File: src/sv/hpd_pkg.sv
// Shared types and constants for the heartbeat peak detector.
// Used by the register block, controller, datapath and top level.
package hpd_pkg;

  // Field widths
  localparam int SAMPLE_W = 12;
  localparam int TIME_W   = 32;
  localparam int CNT_W    = 8;
  localparam int SUM_W    = 36;
  localparam int BEATS_W  = 4;
  localparam int BPM_W    = 20;

  // Stream word layout
  localparam int S_TDATA_W = 48;
  localparam int M_TDATA_W = 56;
  localparam int M_TUSER_W = 3;

  // Beat statistics
  localparam logic [BEATS_W-1:0] BEATS_PER_BPM = 4'd10;
  localparam logic [BPM_W-1:0]   BPM_NUMERATOR = 20'd600000;
  localparam logic [CNT_W-1:0]   COUNTER_MAX   = 8'd255;

  // Divider: one quotient bit per step
  localparam int DIV_STEPS = BPM_W;
  localparam int DIV_CNT_W = $clog2(DIV_STEPS);

  // Register file
  localparam int APB_ADDR_W = 4;
  localparam int APB_DATA_W = 32;
  localparam int REG_IDX_W  = 2;
  localparam logic [REG_IDX_W-1:0] REG_NF_LOW  = 2'd0;
  localparam logic [REG_IDX_W-1:0] REG_NF_HIGH = 2'd1;
  localparam logic [REG_IDX_W-1:0] REG_CONFIRM = 2'd2;

  localparam logic [SAMPLE_W-1:0] NF_LOW_RST  = 12'd2000;
  localparam logic [SAMPLE_W-1:0] NF_HIGH_RST = 12'd2090;
  localparam logic [CNT_W-1:0]    CONFIRM_RST = 8'd15;

  typedef struct packed {
    logic [SAMPLE_W-1:0] nf_low;
    logic [SAMPLE_W-1:0] nf_high;
    logic [CNT_W-1:0]    confirm_count;
  } cfg_t;

  typedef struct packed {
    logic load_in;
    logic eval;
    logic div_step;
    logic emit;
  } dp_cmd_t;

  typedef struct packed {
    logic div_needed;
    logic div_last;
  } dp_status_t;

endpackage

File: src/sv/hpd_cfg_regs.sv
// APB configuration registers of the heartbeat peak detector.
// Depends on hpd_pkg for register indexes, reset values and cfg_t.
module hpd_cfg_regs import hpd_pkg::*; (
  input  logic                  clk,
  input  logic                  rst,
  input  logic                  psel,
  input  logic                  penable,
  input  logic                  pwrite,
  input  logic [APB_ADDR_W-1:0] paddr,
  input  logic [APB_DATA_W-1:0] pwdata,
  output logic [APB_DATA_W-1:0] prdata,
  output logic                  pready,
  output cfg_t                  cfg
);

  logic                 wr_en;
  logic [REG_IDX_W-1:0] reg_idx;

  assign pready  = 1'b1;
  assign wr_en   = psel & penable & pwrite & pready;
  assign reg_idx = paddr[APB_ADDR_W-1:2];

  // Write registers; unmapped indexes drop the word
  always_ff @(posedge clk) begin
    if (rst) begin
      cfg.nf_low        <= NF_LOW_RST;
      cfg.nf_high       <= NF_HIGH_RST;
      cfg.confirm_count <= CONFIRM_RST;
    end else if (wr_en) begin
      unique case (reg_idx)
        REG_NF_LOW:  cfg.nf_low        <= pwdata[SAMPLE_W-1:0];
        REG_NF_HIGH: cfg.nf_high       <= pwdata[SAMPLE_W-1:0];
        REG_CONFIRM: cfg.confirm_count <= pwdata[CNT_W-1:0];
        default: ;
      endcase
    end
  end

  // Read back
  always_comb begin
    unique case (reg_idx)
      REG_NF_LOW:  prdata = APB_DATA_W'(cfg.nf_low);
      REG_NF_HIGH: prdata = APB_DATA_W'(cfg.nf_high);
      REG_CONFIRM: prdata = APB_DATA_W'(cfg.confirm_count);
      default:     prdata = '0;
    endcase
  end

endmodule

File: src/sv/hpd_ctrl.sv
// Sequencing state machine of the heartbeat peak detector.
// Depends on hpd_pkg for the datapath command and status structs.
module hpd_ctrl import hpd_pkg::*; (
  input  logic       clk,
  input  logic       rst,
  input  logic       s_tvalid,
  output logic       s_tready,
  output logic       m_tvalid,
  input  logic       m_tready,
  input  dp_status_t status,
  output dp_cmd_t    cmd
);

  localparam logic [1:0] ST_IDLE = 2'd0;
  localparam logic [1:0] ST_EVAL = 2'd1;
  localparam logic [1:0] ST_DIV  = 2'd2;
  localparam logic [1:0] ST_EMIT = 2'd3;

  logic [1:0] state;
  logic [1:0] state_next;
  logic       slot_free;

  assign s_tready  = (state == ST_IDLE);
  assign slot_free = !m_tvalid || m_tready;

  // Next state and commands
  always_comb begin
    state_next   = state;
    cmd.load_in  = 1'b0;
    cmd.eval     = 1'b0;
    cmd.div_step = 1'b0;
    cmd.emit     = 1'b0;
    unique case (state)
      ST_IDLE: begin
        cmd.load_in = s_tvalid;
        if (s_tvalid) state_next = ST_EVAL;
      end
      ST_EVAL: begin
        cmd.eval   = 1'b1;
        state_next = status.div_needed ? ST_DIV : ST_EMIT;
      end
      ST_DIV: begin
        cmd.div_step = 1'b1;
        if (status.div_last) state_next = ST_EMIT;
      end
      ST_EMIT: begin
        cmd.emit = slot_free;
        if (slot_free) state_next = ST_IDLE;
      end
      default: state_next = ST_IDLE;
    endcase
  end

  always_ff @(posedge clk) begin
    if (rst) begin
      state <= ST_IDLE;
    end else begin
      state <= state_next;
    end
  end

  // Hold the output word until it is taken
  always_ff @(posedge clk) begin
    if (rst) begin
      m_tvalid <= 1'b0;
    end else if (cmd.emit) begin
      m_tvalid <= 1'b1;
    end else if (m_tready) begin
      m_tvalid <= 1'b0;
    end
  end

endmodule

File: src/sv/hpd_dp.sv
// Datapath of the heartbeat peak detector: peak/trough tracking, beat
// statistics, bit-serial BPM divider and output register. Depends on hpd_pkg.
module hpd_dp import hpd_pkg::*; #(
  parameter int ADC_MAX = 4095
) (
  input  logic                 clk,
  input  logic                 rst,
  input  dp_cmd_t              cmd,
  output dp_status_t           status,
  input  cfg_t                 cfg,
  input  logic [S_TDATA_W-1:0] s_tdata,
  output logic [M_TDATA_W-1:0] m_tdata,
  output logic [M_TUSER_W-1:0] m_tuser
);

  localparam int ADC_W = $clog2(ADC_MAX + 1);
  localparam int EXT_W = (ADC_W > SAMPLE_W) ? ADC_W : SAMPLE_W;
  localparam int PAD_W = M_TDATA_W - TIME_W - BPM_W;

  // Latched input word
  logic [SAMPLE_W-1:0] in_sample;
  logic [TIME_W-1:0]   in_time;

  // Tracking and beat state
  logic                rising;
  logic [EXT_W-1:0]    extreme;
  logic [CNT_W-1:0]    confirm_counter;
  logic [TIME_W-1:0]   last_beat_time;
  logic [SUM_W-1:0]    interval_sum;
  logic [BEATS_W-1:0]  beats_in_sum;
  logic [BPM_W-1:0]    bpm_hold;

  logic                rising_next;
  logic [EXT_W-1:0]    extreme_next;
  logic [CNT_W-1:0]    counter_next;
  logic [TIME_W-1:0]   last_next;
  logic [SUM_W-1:0]    sum_next;
  logic [BEATS_W-1:0]  beats_next;
  logic [BPM_W-1:0]    bpm_next;

  // Pending result fields
  logic                res_finger;
  logic                res_beat;
  logic                res_valid;
  logic [TIME_W-1:0]   res_interval;

  // Evaluation terms
  logic                in_band;
  logic [EXT_W-1:0]    sample_x;
  logic [CNT_W-1:0]    cnt_bumped;
  logic                turn;
  logic [TIME_W-1:0]   interval;
  logic [SUM_W-1:0]    sum_new;
  logic [BEATS_W-1:0]  beats_new;
  logic                beat_c;
  logic                valid_c;
  logic                div_needed_c;

  // Divider
  logic [SUM_W-1:0]    div_den;
  logic [SUM_W-1:0]    div_rem;
  logic [BPM_W-1:0]    div_quo;
  logic [DIV_CNT_W-1:0] div_cnt;
  logic [SUM_W:0]      trial;
  logic [SUM_W:0]      trial_diff;
  logic                trial_ge;
  logic [SUM_W-1:0]    rem_next;
  logic [BPM_W-1:0]    quo_next;

  assign in_band    = (in_sample >= cfg.nf_low) && (in_sample <= cfg.nf_high);
  assign sample_x   = EXT_W'(in_sample);
  assign cnt_bumped = (confirm_counter == COUNTER_MAX) ? confirm_counter
                                                       : confirm_counter + 1'b1;
  assign turn       = cnt_bumped > cfg.confirm_count;
  assign interval   = in_time - last_beat_time;
  assign sum_new    = interval_sum + SUM_W'(interval);
  assign beats_new  = beats_in_sum + 1'b1;

  // Next tracking state for the latched sample
  always_comb begin
    rising_next  = rising;
    extreme_next = extreme;
    counter_next = confirm_counter;
    last_next    = last_beat_time;
    sum_next     = interval_sum;
    beats_next   = beats_in_sum;
    bpm_next     = bpm_hold;
    beat_c       = 1'b0;
    valid_c      = 1'b0;
    div_needed_c = 1'b0;
    if (!in_band) begin
      if (rising) begin
        if (sample_x <= extreme) begin
          counter_next = cnt_bumped;
          // Rise-to-fall turn: a beat
          if (turn) begin
            rising_next  = 1'b0;
            extreme_next = EXT_W'(ADC_MAX);
            last_next    = in_time;
            beat_c       = 1'b1;
            sum_next     = sum_new;
            beats_next   = beats_new;
            if (beats_new == BEATS_PER_BPM) begin
              sum_next   = '0;
              beats_next = '0;
              valid_c    = 1'b1;
              if (sum_new == '0) begin
                bpm_next = BPM_NUMERATOR;
              end else begin
                div_needed_c = 1'b1;
              end
            end
          end
        end else begin
          extreme_next = sample_x;
          counter_next = '0;
        end
      end else begin
        if (sample_x >= extreme) begin
          counter_next = cnt_bumped;
          if (turn) begin
            rising_next  = 1'b1;
            extreme_next = '0;
          end
        end else begin
          extreme_next = sample_x;
          counter_next = '0;
        end
      end
    end
  end

  // Restoring division step: one quotient bit
  assign trial      = {div_rem, div_quo[BPM_W-1]};
  assign trial_diff = trial - {1'b0, div_den};
  assign trial_ge   = trial >= {1'b0, div_den};
  assign rem_next   = trial_ge ? trial_diff[SUM_W-1:0] : trial[SUM_W-1:0];
  assign quo_next   = {div_quo[BPM_W-2:0], trial_ge};

  assign status.div_needed = div_needed_c;
  assign status.div_last   = (div_cnt == DIV_CNT_W'(DIV_STEPS - 1));

  // Latch the accepted word
  always_ff @(posedge clk) begin
    if (cmd.load_in) begin
      in_sample <= s_tdata[SAMPLE_W-1:0];
      in_time   <= s_tdata[SAMPLE_W +: TIME_W];
    end
  end

  // Commit tracking state; update bpm at the last divider step
  always_ff @(posedge clk) begin
    if (rst) begin
      rising          <= 1'b0;
      extreme         <= '0;
      confirm_counter <= '0;
      last_beat_time  <= '0;
      interval_sum    <= '0;
      beats_in_sum    <= '0;
      bpm_hold        <= '0;
    end else if (cmd.eval) begin
      rising          <= rising_next;
      extreme         <= extreme_next;
      confirm_counter <= counter_next;
      last_beat_time  <= last_next;
      interval_sum    <= sum_next;
      beats_in_sum    <= beats_next;
      bpm_hold        <= bpm_next;
    end else if (cmd.div_step && status.div_last) begin
      bpm_hold        <= quo_next;
    end
  end

  // Result fields of the current word
  always_ff @(posedge clk) begin
    if (cmd.eval) begin
      res_finger   <= !in_band;
      res_beat     <= beat_c;
      res_valid    <= valid_c;
      res_interval <= beat_c ? interval : '0;
    end
  end

  // Divider registers
  always_ff @(posedge clk) begin
    if (rst) begin
      div_cnt <= '0;
    end else if (cmd.eval) begin
      div_cnt <= '0;
    end else if (cmd.div_step) begin
      div_cnt <= div_cnt + 1'b1;
    end
  end

  always_ff @(posedge clk) begin
    if (cmd.eval) begin
      div_den <= sum_new;
      div_rem <= '0;
      div_quo <= BPM_NUMERATOR;
    end else if (cmd.div_step) begin
      div_rem <= rem_next;
      div_quo <= quo_next;
    end
  end

  // Output register
  always_ff @(posedge clk) begin
    if (cmd.emit) begin
      m_tdata <= {{PAD_W{1'b0}}, bpm_hold, res_interval};
      m_tuser <= {res_valid, res_beat, res_finger};
    end
  end

endmodule

File: src/sv/heartbeat_peak_detector.sv
// Heartbeat peak detector: takes one pulse-sensor sample with its millisecond
// timestamp per word and returns one result word per sample. The block takes
// a sample in IDLE, evaluates it in EVAL and loads the output register in
// EMIT once the output slot is free; on every tenth beat with a nonzero
// interval sum a bit-serial divider (DIV, between EVAL and EMIT) computes
// 600000 / (sum of ten intervals) one quotient bit per cycle. A new sample can
// be accepted while the previous result still waits in the output register.
// Registers: no_finger_low at 0x0, no_finger_high at 0x4, confirm_count at 0x8.
module heartbeat_peak_detector import hpd_pkg::*; #(
  parameter int ADC_MAX = 4095
) (
  input  logic                  clk,
  input  logic                  rst,
  // Configuration
  input  logic                  psel,
  input  logic                  penable,
  input  logic                  pwrite,
  input  logic [APB_ADDR_W-1:0] paddr,
  input  logic [APB_DATA_W-1:0] pwdata,
  output logic [APB_DATA_W-1:0] prdata,
  output logic                  pready,
  // Sample stream
  input  logic                  s_tvalid,
  output logic                  s_tready,
  input  logic [S_TDATA_W-1:0]  s_tdata,  // sample[11:0], time_ms[43:12], zero pad
  // Result stream
  output logic                  m_tvalid,
  input  logic                  m_tready,
  output logic [M_TDATA_W-1:0]  m_tdata,  // interval_ms[31:0], bpm[51:32], zero pad
  output logic [M_TUSER_W-1:0]  m_tuser   // finger_present[0], beat[1], bpm_valid[2]
);

  cfg_t       cfg;
  dp_cmd_t    cmd;
  dp_status_t status;

  hpd_cfg_regs u_cfg_regs (
    .clk     (clk),
    .rst     (rst),
    .psel    (psel),
    .penable (penable),
    .pwrite  (pwrite),
    .paddr   (paddr),
    .pwdata  (pwdata),
    .prdata  (prdata),
    .pready  (pready),
    .cfg     (cfg)
  );

  hpd_ctrl u_ctrl (
    .clk      (clk),
    .rst      (rst),
    .s_tvalid (s_tvalid),
    .s_tready (s_tready),
    .m_tvalid (m_tvalid),
    .m_tready (m_tready),
    .status   (status),
    .cmd      (cmd)
  );

  hpd_dp #(
    .ADC_MAX (ADC_MAX)
  ) u_dp (
    .clk     (clk),
    .rst     (rst),
    .cmd     (cmd),
    .status  (status),
    .cfg     (cfg),
    .s_tdata (s_tdata),
    .m_tdata (m_tdata),
    .m_tuser (m_tuser)
  );

endmodule
File: config.mk
export PLATFORM = sky130hd
export DESIGN_NAME = heartbeat_peak_detector
export DESIGN_NICKNAME = d
export VERILOG_FILES = /design/src/sv/hpd_pkg.sv /design/src/sv/hpd_cfg_regs.sv /design/src/sv/hpd_ctrl.sv /design/src/sv/hpd_dp.sv /design/src/sv/heartbeat_peak_detector.sv
export SDC_FILE = /design/constraint.sdc
export NUM_CORES = 1
export LEC_CHECK = 0
export BUFFER_PORTS_ARGS = -buffer_cell sky130_fd_sc_hd__buf_2
export CAP_MARGIN = 20
export CORE_UTILIZATION = 55
export DETAILED_ROUTE_END_ITERATION = 10
export HOLD_SLACK_MARGIN = 0.03
export PLACE_DENSITY = 0.78
export REMOVE_ABC_BUFFERS = 1
export SLEW_MARGIN = 20
export SYNTH_ARGS = -nofsm -noshare
export SYNTH_HDL_FRONTEND = slang
export SYNTH_SLANG_ARGS = --single-unit
File: constraint.sdc
create_clock -name clk -period 5.2 [get_ports clk]
set_clock_uncertainty 0.05 [all_clocks]
set_input_delay 1.56 -clock clk [delete_from_list [all_inputs] [get_ports clk]]
set_output_delay 1.56 -clock clk [all_outputs]
set_load 0.03 [all_outputs]
==> results of run 1 <==
-- what timing repair did --
item,4_1_cts,5_1_grt
cloned,2,0
pin swaps,52,40
gates resized for setup,58,34
hold buffers,0,0
buffers inserted,16,10
endpoints found under the setup margin,21,23
-- sequential cells by signal, indices dropped and copies added (netlist names), 4 cells and up --
signal,count
u_dp.res_interval,32
u_dp.div_rem,36
u_dp.bpm_hold,20
u_dp.div_cnt,5
u_dp.in_sample,12
u_dp.interval_sum,36
u_dp.div_den,36
u_dp.div_quo,20
u_dp.beats_in_sum,4
u_dp.m_tdata,52
u_cfg_regs.cfg,32
u_dp.confirm_counter,8
u_dp.last_beat_time,32
u_dp.extreme,12
u_dp.in_time,32
-- cell type report --
cell class,count,area share [%]
diodes,1,0.00982
multi-input cells,1626,44.2
inverters,153,2.25
clock inverters,24,1.27
well taps,511,2.51
clock buffers,52,4.56
flip-flops and latches,379,36.5
repair buffers,328,8.75
-- worst max path at each step --
stage	end	slack, ns	start	depth (start not counted)
final	u_dp.bpm_hold[5]	-0.56	u_dp.in_time[0]	27
after CTS	u_dp.bpm_hold[1]	-0.37	u_dp.in_time[0]	29
after detailed placement	u_dp.bpm_hold[4]	-0.62	u_dp.in_time[0]	26
after global placement	u_dp.bpm_hold[12]	-0.54	u_dp.in_time[0]	26
after global routing	u_dp.bpm_hold[14]	-0.78	u_dp.in_time[0]	29
after floorplan	u_dp.beats_in_sum[2]	-2.74	u_ctrl.state[1]	7
-- layout by cell type, fill, tap and decap left out, types with 8 or more instances in the layout --
master	n
nand2_1	261
dfxtp_1	209
a21oi_1	205
buf_4	186
edfxtp_1	170
inv_1	150
nor2_1	150
ha_1	143
buf_2	132
nand3_1	78
a21o_1	65
o21ai_0	62
xnor2_1	49
clkbuf_16	44
mux2i_1	39
xor2_1	37
nand4_1	35
a311oi_1	33
and2_1	32
nor3_1	27
conb_1	25
and3_1	22
nor3b_1	20
nor2b_1	18
nand2b_1	18
a211o_1	15
o21a_1	14
o21bai_1	14
a211oi_2	14
a21oi_2	13
or3_1	13
a22o_1	12
a211oi_1	11
o21ai_1	9
o31ai_1	9
o211ai_1	9
nor4_1	8
-- power by group through the flow --
stage / clock (mW) / combinational [mW] / sequential [mW]
detailed placement: 0 / 4.64 / 4.07
finish: 3.19 / 5.00 / 4.02
floorplan: 0 / 3.09 / 4.10
CTS: 3.24 / 4.79 / 4.01
global placement: 0 / 4.51 / 4.05
global route: 3.34 / 5.46 / 4.06
-- stage by stage --
stage,util [%],hold WS (ns),instances,setup WS (ns)
after floorplan,-,0.350,2158,-2.74
final,67.5,0.371,3074,-0.563
after CTS,66.9,0.366,3067,-0.369
after global routing,67.5,0.377,3074,-0.785
after global placement,61.8,0.354,2973,-0.543
after detailed placement,61.8,0.355,2973,-0.623
-- worst max-delay path: stages, from the launching register on --
cell	delay (ns)
edfxtp_1	0.40
inv_2	0.09
ha_4	0.14
inv_2	0.04
fa_2	0.35
a21o_1	0.18
a21oi_2	0.12
buf_4	0.14
o21a_4	0.14
o211a_1	0.17
nor2_4	0.06
a21oi_4	0.18
o21bai_1	0.09
a21oi_1	0.17
xnor2_1	0.11
ha_1	0.32
nand4_1	0.20
or3_4	0.46
a211oi_2	0.30
buf_4	0.18
a21oi_4	0.05
xnor2_2	0.15
or4b_4	0.54
nor4_4	0.32
nand4_4	0.20
buf_12	0.20
buf_16	0.12
a22o_1	0.17
-- routing by layer --
metal  track usage (%)  up-vias  share of wire, %
met5                 0        -                 0
met4              11.3        0               3.6
met3              4.80      133               6.1
met2              45.0      588                47
met1              35.1     8581                44
li1                  -     8662                 -
-- cells by family (layout without fill, tap and decap cells) --
group,after synthesis,count (layout)
other,2,26
XOR/XNOR,92,92
AO/OA/AOI/OAI,582,582
adder cells (fa/ha/maj),154,154
multiplexers,42,42
flip-flops,379,379
AND/OR/NAND/NOR,731,731
buffers and inverters,277,557
==> results.ini, run 1 <==
[status]
outcome=finished with violations
violations=setup timing

[timing]
finalSetupViolations=21
finalHoldViolCount=0
fmax_mhz=174
tightest_slew_ns=0.966
slew_viol_final=0
slew-limit-headroom_pct=35.4
period_share_pct=111
setup_ws_ns=-0.563
tns_ns=-9.96
period_needed_ns=5.76
rsz0062_at_grt=true

[clock_tree]
clockRootBuffer=clkbuf_16
cts_max_level=2
clk_latency_ns=0.57
cts_tree=done
path_clk_slew_ns=0.06
clkSinkCount=379
ctsLongestPathBuffers=3
cts_buffers=41

[cells_and_area]
syn_to_final_growth_pct=20.5
register_area_sq_mm=0.00929
final_cell_area_sq_mm=0.0255
drive_above_1_share_pct=20.2
nFillCells=2803
multi_input_area_sq_mm=0.0113
layout.nets=2774

[setup_path]
r2r_setup_slack_ns=-0.56
rr_startpoint=u_dp.in_time[0]
cp_max_fo=5
crit_path_end_kind=register
critPathLaunchType=register
crit_type=register to register
r2r_end=u_dp.bpm_hold[5]
reg2reg_depth=27
cp.required_ns=5.61
arrival_ns=6.18

[global_route]
grt_max_degree=95
overflow=0
antenna_found_initial=1
grt_usage_pct=27.2
first_global_vias=17600
grt_pass1_wl_um=85900

[logic_synthesis]
synth_compound_area_share_pct=18.8
synth-xor-area-share_pct=3.81
synth_cell_types=92
ys_ff_latch=379
yosys.area_share.simple_pct=16.6
synthMuxAreaShare_pct=2.01
netlist.area_leader.share_pct=24.2
postSynthCellCount=2259
yosys_warnings=0
async_flop_share_pct=0
synth_top_family_by_area=compound AO/OA/AOI/OAI gates
netlist_area_sq_mm=0.0211
syn_avg_cell_area_sq_um=9.35
ys.flop_type=dfxtp_1
netlist_top_cells_count=nand2_1 (264), a21oi_1 (219), dfxtp_1 (209)
synth_most_common_cell=nand2_1
synth_area_leaders=edfxtp_1 (24%), dfxtp_1 (20%), ha_1 (8.9%)
synth_top_area_cell=edfxtp_1
synth-edff-count=170
synth_fa_ha_area_share_pct=9.23
ys_seq_area_share_pct=44.0

[die]
die_w_um=198
std_cell_rows=71
die-area_sq_mm=0.0392
core_sq_mm=0.0378
initial_utilization_pct=56.0
io_pins=185
dieHeight_um=198

[pwr]
p_int_mw=7.67
p_comb_share_pct=40.9
irDropWorstVdd_v=0.000359
pwr-share-seq_pct=32.9
p_per_area_mw_per_mm2=479
total_leakage_power_nw=10.4
total_power_mw=12.2
switchingPower_mw=4.53
clockPowerShare_pct=26.1
p_sw_share_pct=37.1

[placement]
hpwl_um=36600
port_buffers=133
dpl-instance-area_sq_mm=0.0233
place_congestion=0.924

[min_path]
hold_end=u_dp.m_tuser[2]
min_delay_path_depth=0
min_from=u_dp.res_valid
hp-class=register to register

[job]
drv_cap=0

[routing]
vias_per_cell=5.84
wirelength_um=53700
vias=18000
drt_iter0_markers=1173
drt_first_pass_iters=5
wl_per_cell_um=17.5
drtAntennaViolNets=0
drc=0

(Power assumes the default switching activity.)
==> inputs of run 2 (changes only) <==
--- a/config.mk
+++ b/config.mk
@@ -10,7 +10,7 @@
 export CORE_UTILIZATION = 55
 export DETAILED_ROUTE_END_ITERATION = 10
 export HOLD_SLACK_MARGIN = 0.03
-export PLACE_DENSITY = 0.78
+export PLACE_DENSITY = 0.77
 export REMOVE_ABC_BUFFERS = 1
 export SLEW_MARGIN = 20
 export SYNTH_ARGS = -nofsm -noshare
==> results.ini, run 2 (synthesized netlist as in run 1, its figures left out) <==
[cells_and_area]
nFillCells=2887  ; +3.0%
layout_common_cells=nand2_1 (262), a21oi_1 (209), dfxtp_1 (209), buf_4 (186), edfxtp_1 (170)
num_antenna_cells=0  ; -1
final_cell_area_sq_mm=0.0252  ; -1.2%
syn_to_final_growth_pct=19.2
layout_commonest_cell=nand2_1
drive_above_1_share_pct=19.2  ; -1.0 points
layout.nets=2770  ; -0.14%
top_register=u_dp.m_tdata
largest_reg_flops=52  ; unchanged
final_util_pct=66.7  ; -0.78 points

[timing]
finalSetupViolations=21  ; unchanged
setup_ws_ns=-0.483  ; +0.0795 ns
tns_ns=-9.53  ; +0.425 ns
rsz0062_at_grt=true
slew-limit-headroom_pct=27.8  ; -7.5 points
fmax_mhz=176  ; +1.4%
period_needed_ns=5.68  ; -0.0795 ns
finalHoldViolCount=0  ; unchanged
period_share_pct=109  ; -1.5 points
slew_viol_final=0  ; unchanged
tightest_slew_ns=1.08  ; +0.117 ns

[pwr]
p_per_area_mw_per_mm2=476  ; -0.75%
irDropWorstVdd_v=0.000317  ; -12%
total_power_mw=12.0  ; -1.9%
p_int_mw=7.52  ; -2.0%
p_comb_share_pct=40.8  ; about the same
pwr-share-seq_pct=33.6  ; +0.7 points
p_sw_share_pct=37.2  ; +0.059 points
clockPowerShare_pct=25.6  ; -0.5 points
total_leakage_power_nw=10.3  ; -0.93%
switchingPower_mw=4.45  ; -1.7%

[routing]
drt_iter0_markers=1349  ; +15%
dr_wl_met3_um=2900  ; -11%
drtAntennaViolNets=0  ; unchanged
wl_per_cell_um=17.0  ; -2.4%
vias_per_cell=5.77  ; -1.2%
wl_met1_um=23500  ; +0.49%
dr_wl_met2_um=24500  ; -2.6%
wirelength_um=52300  ; -2.6%
drc=0  ; unchanged
drt_first_pass_iters=5  ; unchanged
routed.top_layer=met4
vias=17700  ; -1.5%

[setup_path]
rr_startpoint=u_dp.in_time[0]
crit_path_end_kind=register
r2r_setup_slack_ns=-0.48  ; +0.08 ns
crit_family=compound AO/OA/AOI/OAI gates
cp.depth=27  ; unchanged
cp_max_fo=5  ; unchanged
crit_end=u_dp.bpm_hold[3]
arrival_ns=6.08  ; -0.10 ns
crit_type=register to register
critPathMaxStageDelay_ns=0.43  ; -0.11 ns
critPathLaunchType=register
reg2reg_depth=27  ; unchanged
r2r_end=u_dp.bpm_hold[3]
crit_buf_inv=5  ; -1
cp_slowest_cell=a2111o_1
cp_common_cell=a21oi_2
crit_start=u_dp.in_time[0]
cp.required_ns=5.60  ; about the same

[clock_tree]
path_clk_slew_ns=0.06  ; about the same
clockRootBuffer=clkbuf_16
cts_buffers=41  ; unchanged
clk_latency_ns=0.57  ; about the same
cts_max_level=2  ; unchanged
ctsHoldBuffers=0  ; unchanged
ctsLongestPathBuffers=3  ; unchanged
cts_tree=done
clkSinkCount=379  ; unchanged

[die]
dieHeight_um=198  ; unchanged
initial_utilization_pct=56.0  ; unchanged
core_sq_mm=0.0378  ; unchanged
io_pins=185  ; unchanged
die-area_sq_mm=0.0392  ; unchanged
die_w_um=198  ; unchanged
std_cell_rows=71  ; unchanged

[placement]
hpwl_um=36200  ; -1.1%
place_congestion=0.948  ; +2.6%
port_buffers=133  ; unchanged
dpl-instance-area_sq_mm=0.0233  ; about the same

[global_route]
grt_pass1_wl_um=84800  ; -1.3%
first_global_vias=17300  ; -1.7%
grt_max_degree=97  ; +2.1%
antenna_found_initial=0  ; -1
overflow=0  ; unchanged
grt_usage_pct=26.8  ; -0.46 points

[status]
violations=setup timing
outcome=finished with violations

[min_path]
hp-class=register to register

[job]
drv_cap=0  ; unchanged

==> run 2: cell count changes in the layout (fill, tap and decap cells not counted), sizes merged <==
cell / change
buf: -5
bufinv: -2
clkbuf: +8
clkinv: -7
clkinvlp: +3
diode: -1
inv: -3
==> run 2: metrics by stage <==
step                worst slack, ns  std cells  hold WS (ns)
floorplan                     -2.74       2158         0.350
global placement             -0.550       2975         0.353
detailed placement           -0.555       2975         0.355
CTS                          -0.332       3062         0.369
global route                 -0.748       3067         0.377
finish                       -0.483       3067         0.368
==> run 2: repair_timing <==
item                                    in CTS  in global routing
endpoints found under the setup margin      21                 22
pin swaps                                   22                 10
resized for setup                           39                 20
gates cloned                                 2                  1
buffers inserted                            12                  5
==> run 2: layout make-up <==
| type | count | area (sq um) | area share, % |
|---|---|---|---|
| Clock buffer | 59 | 1180 | 4.71 |
| Clock inverter | 15 | 233 | 0.924 |
| Inverter | 153 | 574 | 2.28 |
| Multi-Input combinational cell | 1626 | 11100 | 44.1 |
| Sequential cell | 379 | 9290 | 36.9 |
| Tap cell | 511 | 639 | 2.54 |
| Timing Repair Buffer | 324 | 2160 | 8.59 |
==> run 2: how the worst min path moves through the flow <==
stage | startpoint | end | slack, ns | depth (start not counted)
floorplan | u_dp.bpm_hold[0] | u_dp.m_tdata[32] | 0.35 | 0
global placement | u_dp.res_interval[6] | u_dp.m_tdata[6] | 0.35 | 0
detailed placement | u_dp.res_interval[8] | u_dp.m_tdata[8] | 0.35 | 0
CTS | u_dp.res_interval[3] | u_dp.m_tdata[3] | 0.37 | 0
global route | u_dp.res_interval[24] | u_dp.m_tdata[24] | 0.38 | 0
finish | u_dp.res_interval[29] | u_dp.m_tdata[29] | 0.37 | 0
==> run 2: power groups by stage <==
| stage | sequential, mW | combinational (mW) | clock [mW] |
|---|---|---|---|
| 2_1_floorplan | 4.10 | 3.09 | 0 |
| 3_3_place_gp | 4.05 | 4.52 | 0 |
| 3_5_place_dp | 4.07 | 4.65 | 0 |
| 4_1_cts | 4.02 | 4.76 | 3.12 |
| 5_1_grt | 4.07 | 5.33 | 3.21 |
| 6_report | 4.02 | 4.88 | 3.07 |
==> run 2: metal layers <==
layer / vias to the layer above / GRT usage [%]
li1: 8631 / -
met4: 0 / 9.02
met3: 105 / 3.59
met1: 8381 / 36.0
met5: - / 0
met2: 584 / 44.3
